## config.mk

```make
export PLATFORM = sky130hd
export DESIGN_NAME = mutex_priority_inheritance_unit
export DESIGN_NICKNAME = d
export VERILOG_FILES = /design/src/sv/mpi_pkg.sv /design/src/sv/mpi_core.sv /design/src/sv/mutex_priority_inheritance_unit.sv
export SDC_FILE = /design/constraint.sdc
export NUM_CORES = 1
export LEC_CHECK = 0
export BUFFER_PORTS_ARGS = -buffer_cell sky130_fd_sc_hd__clkbuf_2
export CORE_MARGIN = 2
export CORE_UTILIZATION = 50
export CTS_CLUSTER_SIZE = 16
export DETAILED_ROUTE_END_ITERATION = 10
export PLACE_DENSITY = 0.75
export SLEW_MARGIN = 10
export SYNTH_ARGS = -nofsm -noshare
export SYNTH_HDL_FRONTEND = slang
export SYNTH_SLANG_ARGS = --single-unit
```

## constraint.sdc

```tcl
create_clock -name clk -period 1.8 [get_ports clk]
set_input_delay 0.27 -clock clk [delete_from_list [all_inputs] [get_ports clk]]
set_output_delay 0.27 -clock clk [all_outputs]
set_load 0.01 [all_outputs]
```

## src/sv/mpi_pkg.sv

```systemverilog
// Shared types and constants for the mutex priority inheritance unit.
package mpi_pkg;

	localparam int TASKS_DEFAULT = 16;
	localparam int TID_W         = 4;
	localparam int PRIO_W        = 8;
	localparam int MASK_W        = 16;
	localparam int IN_DATA_W     = 16;
	localparam int OUT_DATA_W    = 40;

	typedef enum logic {
		MODE_LOCK   = 1'b0,
		MODE_UNLOCK = 1'b1
	} mode_t;

	typedef struct packed {
		mode_t             mode;
		logic [TID_W-1:0]  task_id;
		logic [PRIO_W-1:0] task_priority;
	} req_t;

	typedef struct packed {
		logic [MASK_W-1:0] wake_mask;
		logic [PRIO_W-1:0] restore_priority;
		logic              restore_valid;
		logic [PRIO_W-1:0] boost_priority;
		logic [TID_W-1:0]  boost_task;
		logic              boost_valid;
		logic              blocked;
		logic              granted;
	} rsp_t;

endpackage

```

## src/sv/mpi_core.sv

```systemverilog
// Mutex state, lock and unlock decision logic, and priority inheritance.
module mpi_core
	import mpi_pkg::*;
#(
	parameter int TASKS = TASKS_DEFAULT
) (
	input  logic clk,
	input  logic arst_n,
	input  logic fire,
	input  logic inherit_enable,
	input  req_t req,
	output rsp_t rsp
);

	localparam int WAIT_W = (TASKS < MASK_W) ? TASKS : MASK_W;

	logic              locked_q;
	logic [TID_W-1:0]  owner_q;
	logic [PRIO_W-1:0] owner_prio_q;
	logic [PRIO_W-1:0] saved_prio_q;
	logic [WAIT_W-1:0] waiter_q;

	logic              locked_d;
	logic [TID_W-1:0]  owner_d;
	logic [PRIO_W-1:0] owner_prio_d;
	logic [PRIO_W-1:0] saved_prio_d;
	logic [WAIT_W-1:0] waiter_d;
	logic [WAIT_W-1:0] set_vec;

	always_comb begin
		for (int i = 0; i < WAIT_W; i++) begin
			set_vec[i] = (req.task_id == TID_W'(i));
		end
	end

	always_comb begin
		rsp          = '0;
		locked_d     = locked_q;
		owner_d      = owner_q;
		owner_prio_d = owner_prio_q;
		saved_prio_d = saved_prio_q;
		waiter_d     = waiter_q;
		unique case (req.mode)
			MODE_LOCK: begin
				if (!locked_q) begin
					locked_d     = 1'b1;
					owner_d      = req.task_id;
					owner_prio_d = req.task_priority;
					saved_prio_d = req.task_priority;
					rsp.granted  = 1'b1;
				end else begin
					if (inherit_enable && (req.task_priority > owner_prio_q)) begin
						owner_prio_d       = req.task_priority;
						rsp.boost_valid    = 1'b1;
						rsp.boost_task     = owner_q;
						rsp.boost_priority = req.task_priority;
					end
					waiter_d    = waiter_q | set_vec;
					rsp.blocked = 1'b1;
				end
			end
			MODE_UNLOCK: begin
				if (locked_q) begin
					rsp.restore_valid    = 1'b1;
					rsp.restore_priority = saved_prio_q;
					rsp.wake_mask        = MASK_W'(waiter_q);
					locked_d             = 1'b0;
					owner_d              = '0;
					owner_prio_d         = '0;
					waiter_d             = '0;
				end
			end
			default: begin
			end
		endcase
	end

	always_ff @(posedge clk or negedge arst_n) begin
		if (!arst_n) begin
			locked_q     <= 1'b0;
			owner_q      <= '0;
			owner_prio_q <= '0;
			saved_prio_q <= '0;
			waiter_q     <= '0;
		end else if (fire) begin
			locked_q     <= locked_d;
			owner_q      <= owner_d;
			owner_prio_q <= owner_prio_d;
			saved_prio_q <= saved_prio_d;
			waiter_q     <= waiter_d;
		end
	end

	a_free_no_waiters: assert property (@(posedge clk) disable iff (!arst_n)
		!locked_q |-> (waiter_q == '0))
		else $error("waiters recorded on a free mutex");

	a_grant_locks: assert property (@(posedge clk) disable iff (!arst_n)
		(fire && rsp.granted) |=> locked_q)
		else $error("grant did not lock the mutex");

	a_unlock_frees: assert property (@(posedge clk) disable iff (!arst_n)
		(fire && (req.mode == MODE_UNLOCK)) |=> (!locked_q && (waiter_q == '0)))
		else $error("unlock left the mutex held or waiters pending");

	a_boost_tracks: assert property (@(posedge clk) disable iff (!arst_n)
		(fire && rsp.boost_valid) |=> (owner_prio_q == $past(req.task_priority)))
		else $error("boost not recorded as owner priority");

	a_boost_blocks: assert property (@(posedge clk) disable iff (!arst_n)
		rsp.boost_valid |-> (rsp.blocked && locked_q))
		else $error("boost reported without a blocked caller on a held mutex");

endmodule

```

## src/sv/mutex_priority_inheritance_unit.sv

```systemverilog
// Top level of the mutex priority inheritance unit: stream ports, staging and config register.
//
// Channel  Direction  Signals                       Transaction
// s_*      in         s_tvalid s_tready s_tdata     one lock or unlock request
//                     s_tuser
// m_*      out        m_tvalid m_tready m_tdata     one result per request
// cfg_*    in         cfg_valid cfg_ready cfg_data  write of inherit_enable
//
// A request passes through the input register, then the result register; the mutex state updates
// as it moves to the result register. One request is taken per cycle unless the result stalls.
// Reset frees the mutex, clears the waiters and sets inherit_enable.
// A stalled result holds the result register; the input register then holds its request.
// cfg_ready is always high.
module mutex_priority_inheritance_unit
	import mpi_pkg::*;
#(
	parameter int TASKS = TASKS_DEFAULT
) (
	input  logic                  clk,
	input  logic                  arst_n,
	input  logic                  s_tvalid,
	output logic                  s_tready,
	// [3:0] task_id, [11:4] task_priority, [15:12] unused
	input  logic [IN_DATA_W-1:0]  s_tdata,
	// [0] mode
	input  logic                  s_tuser,
	output logic                  m_tvalid,
	input  logic                  m_tready,
	// [0] granted, [1] blocked, [2] boost_valid, [6:3] boost_task,
	// [14:7] boost_priority, [15] restore_valid, [23:16] restore_priority,
	// [39:24] wake_mask
	output logic [OUT_DATA_W-1:0] m_tdata,
	input  logic                  cfg_valid,
	output logic                  cfg_ready,
	input  logic                  cfg_data
);

	logic inherit_q;
	logic valid_s1;
	req_t req_s1;
	logic valid_s2;
	rsp_t rsp_s2;
	rsp_t rsp;
	logic advance;

	assign advance   = valid_s1 && (!valid_s2 || m_tready);
	assign s_tready  = !valid_s1 || advance;
	assign cfg_ready = 1'b1;

	always_ff @(posedge clk or negedge arst_n) begin
		if (!arst_n) begin
			inherit_q <= 1'b1;
		end else if (cfg_valid) begin
			inherit_q <= cfg_data;
		end
	end

	always_ff @(posedge clk or negedge arst_n) begin
		if (!arst_n) begin
			valid_s1 <= 1'b0;
		end else if (s_tready) begin
			valid_s1 <= s_tvalid;
		end
	end

	always_ff @(posedge clk) begin
		if (s_tready && s_tvalid) begin
			req_s1.mode          <= mode_t'(s_tuser);
			req_s1.task_id       <= s_tdata[TID_W-1:0];
			req_s1.task_priority <= s_tdata[TID_W+PRIO_W-1:TID_W];
		end
	end

	mpi_core #(
		.TASKS(TASKS)
	) u_core (
		.clk           (clk),
		.arst_n        (arst_n),
		.fire          (advance),
		.inherit_enable(inherit_q),
		.req           (req_s1),
		.rsp           (rsp)
	);

	always_ff @(posedge clk or negedge arst_n) begin
		if (!arst_n) begin
			valid_s2 <= 1'b0;
		end else if (advance) begin
			valid_s2 <= 1'b1;
		end else if (m_tready) begin
			valid_s2 <= 1'b0;
		end
	end

	always_ff @(posedge clk) begin
		if (advance) begin
			rsp_s2 <= rsp;
		end
	end

	assign m_tvalid = valid_s2;
	assign m_tdata  = OUT_DATA_W'(rsp_s2);

endmodule
```

* After elaboration in Yosys (flattened, before gate mapping)
Cells that the tools add are included.
** Storage, ports and cells
- Bits in registers :: 93
- Input bits :: 23
- Output and inout port bits :: 43
- Logic and storage cells :: 76
** Operators by class
- Order comparisons :: 1
- Equality and inequality tests :: 19
- Multiplexer cells :: 17
- Bitwise gates (word level) :: 4
- Reductions and logical operators :: 16
** Operators with widths (count)
- equality test 4 bit, second input constant :: 8
- 2-to-1 mux 16 bit :: 2
- one-hot mux 16 bit (2 select lines) :: 1
- 2-to-1 mux 8 bit :: 3
- equality test 4 x 3 -> 1 bit, second input constant :: 4
- bitwise OR 16 bit :: 1
- one-hot mux 8 bit (2 select lines) :: 1
- AND reduction 3 bit :: 4
- equality test 4 x 2 -> 1 bit, second input constant :: 2
- greater-than comparator 8 bit :: 1
- 2-to-1 mux 4 bit :: 2
- one-hot mux 4 bit (2 select lines) :: 1
- 2-to-1 mux 1 bit :: 6
- equality test 4 x 1 -> 1 bit, second input constant :: 1
- logical NOT 4 bit :: 1
- != test 2 x 1 -> 1 bit, second input constant :: 2
- logical AND 1 bit :: 3
- != test 3 bit, second input constant :: 1
- inverter 1 bit :: 3
- OR reduction 3 bit :: 1
- logical NOT 1 bit :: 2
- logical OR 1 bit :: 2
- != test 2 bit, second input constant :: 1
- one-hot mux 1 bit (2 select lines) :: 1
- 3 further kinds :: 3

* Logic depth before layout (Yosys ltp)
- Depth after elaboration :: 5
- Mapped depth :: 8
- Depth with buffers taken out :: 7

* Modules after synthesis
Synthesis repeated with hierarchy kept, for this count alone.
** Second synthesis, totals
- Cell total of the unflattened synthesis :: 291
- Area total of the unflattened synthesis :: 3971.3 um2
** By module, submodules not included
- mpi_core :: instances 1, cells each 226, area each 2227.1 um2, seq. area each 925.9 um2
- mutex_priority_inheritance_unit :: instances 1, cells each 65, area each 1744.2 um2, seq. area each 1667.8 um2

* Worst setup path after synthesis
Ideal clock, no wire load.
- Path kind :: register to register
- Start :: register valid_s2, in the netlist m_tvalid
- End :: register rsp_s2, in the netlist m_tdata[0] (enable)
- Library setup time :: 0.395 ns
- Arrival time :: 1.509 ns
- Required time :: 1.405 ns
- Path slack :: -0.104 ns
- Cell stages (with the launch flop) :: 5
- Buffers on the path :: 1
- Clock period less this slack :: 1.904 ns
- Cell sequence :: dfrtp_1 -> nand2b_2 -> nand2_2 -> buf_6 -> inv_1
** Between the ends
- Cells in the longest elaborated chain, start to end :: 3
** RTL lines
- start: declaration :: RTL line mutex_priority_inheritance_unit.sv:41 : logic valid_s2;
- start signal: assignment :: RTL line mutex_priority_inheritance_unit.sv:87 : valid_s2 <= 1'b0;
- start signal: assignment :: RTL line mutex_priority_inheritance_unit.sv:89 : valid_s2 <= 1'b1;
- start signal: assignment :: RTL line mutex_priority_inheritance_unit.sv:91 : valid_s2 <= 1'b0;
- logical NOT 1 bit :: RTL line mutex_priority_inheritance_unit.sv:46 : assign advance = valid_s1 && (!valid_s2 || m_tready);
- logical OR 1 bit :: RTL line mutex_priority_inheritance_unit.sv:46
- logical AND 1 bit :: RTL line mutex_priority_inheritance_unit.sv:46
- net advance :: RTL line mutex_priority_inheritance_unit.sv:44 : logic advance;
- end signal: assignment :: RTL line mutex_priority_inheritance_unit.sv:97 : rsp_s2 <= rsp;
- end: declaration :: RTL line mutex_priority_inheritance_unit.sv:42 : rsp_t rsp_s2;
The timed path passes the listed nets, and every way through them passes these cells.
A chain may end at the register's enable or synchronous reset.

* Final worst setup path
- Start :: register req_s1[1] (netlist name)
- End :: register u_core.owner_prio_q[0]
** Between the ends
- Cells in the longest elaborated chain, start to end :: 4
** RTL lines
- start: declaration :: RTL line mutex_priority_inheritance_unit.sv:40 : req_t req_s1;
- greater-than comparator 8 bit :: RTL line mpi_core.sv:52 : if (inherit_enable && (req.task_priority > owner_prio_q)) begin
- logical AND 1 bit :: RTL line mpi_core.sv:52
- != test 3 bit (no line)
- AND reduction 3 bit (no line)
- end signal: assignment :: RTL line mpi_core.sv:88 : owner_prio_q <= owner_prio_d;
- end: declaration :: RTL line mpi_core.sv:19 : logic [PRIO_W-1:0] owner_prio_q;
Every way passes these cells.

==> impl_metrics.toml <==
[status]
status = "complete, but fails checks"
failed_checks = "setup timing"

[yosys]
syn_area_um2 = 3729
synthesis.nets = 303
synthCells = 268
synth_edf_count = 53
synth_warnings = 0
synth_top_area_cell = "edfxtp_1"
synth_ff_type = "edfxtp_1"
syn_avg_cell_area_um2 = 13.91
ys_ff_latch = 93
synth_area_leaders = "edfxtp_1, dfrtp_1, and2_1"
yosysTopAreaCellShare_pct = 42.68
yosysSeqAreaShare_pct = 69.56
synth_commonest_cells = "edfxtp_1, dfrtp_1, and2_1"
synthArstFlopShare_pct = 43.01
synthMostInstantiatedCell = "edfxtp_1"
synth.distinct_cells = 39

[route]
vias_per_cell = 5.033
drcViolationCount = 0
dr_total_vias = 2315
firstDrtPassIters = 5
drt-initial-drc-count = 138
wirelength_mm = 6.744
wl_per_cell_um = 14.66
ant_nets = 0

[worst_setup_path]
r2r_start = "req_s1[1]"
critPathArrivalTime_ps = 2190
worstSetupPathType = "flip-flop to flip-flop"
required_ps = 2060
cpMaxStageDelayCell = "edfxtp_1"
rr_worst_depth = 7
start_kind = "flip-flop"
worstPathCellList = "ha_4 > nor2b_1 > o211ai_1 > a21o_1 > buf_6 > a21bo_4 > a22o_1"
r2r-end = "u_core.owner_prio_q[0]"
regToRegSetupSlack_ps = -130
critPathMaxFanout = 8
end_kind = "flip-flop"
worst_path_largest_cell_delay_ps = 450

[timing]
fin_crit_sh_pct = 107.0
setup_violations = 20
fin_ws_ps = -126.3
hold_violations = 0
fin_skew_ps = 5.795
fmax_mhz = 519.1
period_needed_ps = 1926
rsz0062_at_grt = "true"
whs_ps = 72.80
slew_viol_final = 0
worst_pin_slew_ps = 639.1
relSlewSlack_pct = 57.39
finalSetupTns_ps = -1956

[power]
max-vdd-ir-drop_mv = 0.5096
p_leak_uw = 0.002039
total_power_uw = 4869
p_per_area_nw_per_um2 = 1054

[cells_and_area]
regArea_um2 = 2594
diodes = 0
fillers = 530
multi_input_area_um2 = 1147
final_nets = 391
area_growth_syn_to_layout_pct = 23.86
layout-drive-gt1-share_pct = 38.78

[floorplanning]
std_cell_rows = 31
pin_count = 66
die_x_um = 90.36
die_h_um = 90.36
dieArea_um2 = 8164
core_area_um2 = 7253
start_util_pct = 51.41

[run]
cap_viol_max_count = 0

[clock_tree]
path_clk_slew_ps = 90
insertion_delay_ps = 370
tritoncts = "done"
clock_sinks = 93
htree_levels = 3
cts_buffers = 9
cts-root-buf = "clkbuf_8"
clk_path_buf_depth = 2

[global_routing]
grt_pass1_wl_mm = 10.86
grt_usage_pct = 17.28
grt_max_degree = 41
grt.overflow.total = 0
antenna_found_initial = 0
grt_pass1_vias = 2240

[placed_design]
hpwl_mm = 4.443
routabilityCongestion = 0.8449
io_buffer_count = 60

[worst_hold_path]
worstHoldStart = "s_tdata[5]"
hold-path-cell-count = 1
hold_path.class = "input pin to flip-flop"
hold_end = "req_s1[1]"
-- state kept, by name (all words and copies together), names as in the netlist --
register	count
inherit_q	1
m_tdata	40
u_core.saved_prio_q	8
m_tvalid	1
u_core.owner_q	4
u_core.waiter_q	16
u_core.owner_prio_q	8
req_s1	13
valid_s1	1
u_core.locked_q	1
-- repair_timing --
item | CTS | global route
resized for setup | 6 | 17
pin swaps | 9 | 21
hold buffers | 1 | 0
setup buffers | 2 | 3
hold endpoints to repair | 39 | 0
endpoints found under the setup margin | 20 | 28
-- placed cells by master (no fill, tap or decap), types with 2 or more instances in the layout --
cell        synthesis  layout
buf_4               1      21
inv_6               0       2
clkbuf_2            0      60
ha_1               12       8
clkinvlp_4          0       2
buf_12              0       2
nand4_1             2       2
and2_4              1      12
a21oi_1            16      15
inv_2               2       2
inv_1              11      10
nor2b_1             3       3
nor3_2              0       3
nand2b_1            2       2
nand3_1             5       5
and2_1             37      26
o21ai_0             5       5
edfxtp_1           53      53
clkinv_4            0       2
nand2_1             7       6
dfrtp_1            39      39
nand2_2             1       2
a22o_1              8       8
clkbuf_8            0       9
mux2_2              9       9
nor2_1             23      23
a31oi_1             4       4
a21o_1              2       2
a21oi_4             1       2
ha_4                0       4
-- power breakdown --
group / switching, µW / leakage (µW) / internal, µW
Sequential: 147 / 0.00104 / 2570
Clock: 763 / 0.0000898 / 521
Combinational: 457 / 0.000913 / 409
Total: 1370 / 0.00204 / 3500
-- worst max path at each step --
stage	from	end	slack [ps]	cells after the start
after global placement	req_s1[7]	u_core.owner_prio_q[7]	-70	7
final	req_s1[1]	u_core.owner_prio_q[0]	-130	7
after CTS	req_s1[1]	u_core.owner_prio_q[6]	-40	7
after detailed placement	req_s1[1]	m_tdata[5]	-130	6
after global routing	req_s1[1]	u_core.owner_prio_q[5]	-210	7
after floorplan	req_s1[7]	m_tdata[10]	7	6
-- critical path, delay by kind of cell, from the launching register on --
| kind | cells | cell delay [ps] |
|---|---|---|
| AOI/OAI and AO/OA | 4 | 800 |
| adders and majority gates | 1 | 300 |
| buffers and inverters | 1 | 150 |
| DFF | 1 | 450 |
| and+or+nand+nor | 1 | 120 |
-- kinds of logic (layout without fill, tap and decap cells) --
| logic type | Yosys count | count (layout) | synth area share (%) |
|---|---|---|---|
| DFF | 93 | 93 | 69.56 |
| AOI/OAI and AO/OA | 43 | 43 | 7.852 |
| adders and majority gates | 12 | 12 | 4.027 |
| and+or+nand+nor | 89 | 89 | 13.05 |
| other | 1 | 1 | 0.1006 |
| muxes | 9 | 9 | 2.718 |
| buffers and inverters | 21 | 114 | 2.685 |
-- per-layer routing --
| metal | routed length [µm] | GRT usage (%) | vias up | share of wire (%) |
|---|---|---|---|---|
| li1 | - | - | 1126 | - |
| met1 | 3004 | 22.68 | 1107 | 45 |
| met2 | 3303 | 27.82 | 71 | 49 |
| met3 | 314 | 4.341 | 11 | 4.7 |
| met4 | 122 | 6.923 | 0 | 1.8 |
| met5 | 0 | 0 | - | 0 |
-- through the flow --
| stage | std cells | setup WS (ps) | area, µm² | util (%) |
|---|---|---|---|---|
| after floorplan | 268 | 6.677 | 3736 | - |
| after global placement | 438 | -69.78 | 4264 | 58.79 |
| after detailed placement | 438 | -132.7 | 4264 | 58.79 |
| after CTS | 457 | -37.25 | 4513 | 62.22 |
| after global routing | 460 | -206.3 | 4618 | 63.67 |
| final | 460 | -126.3 | 4618 | 63.67 |
-- area by class of cell --
type | count | area share, %
inverters | 13 | 1.138
well taps | 99 | 2.682
repair buffers | 85 | 11.24
clock buffers | 9 | 2.682
multi-input cells | 154 | 24.84
flip-flops and latches | 93 | 56.16
clock inverters | 7 | 1.246
(Power assumes the default switching activity.)
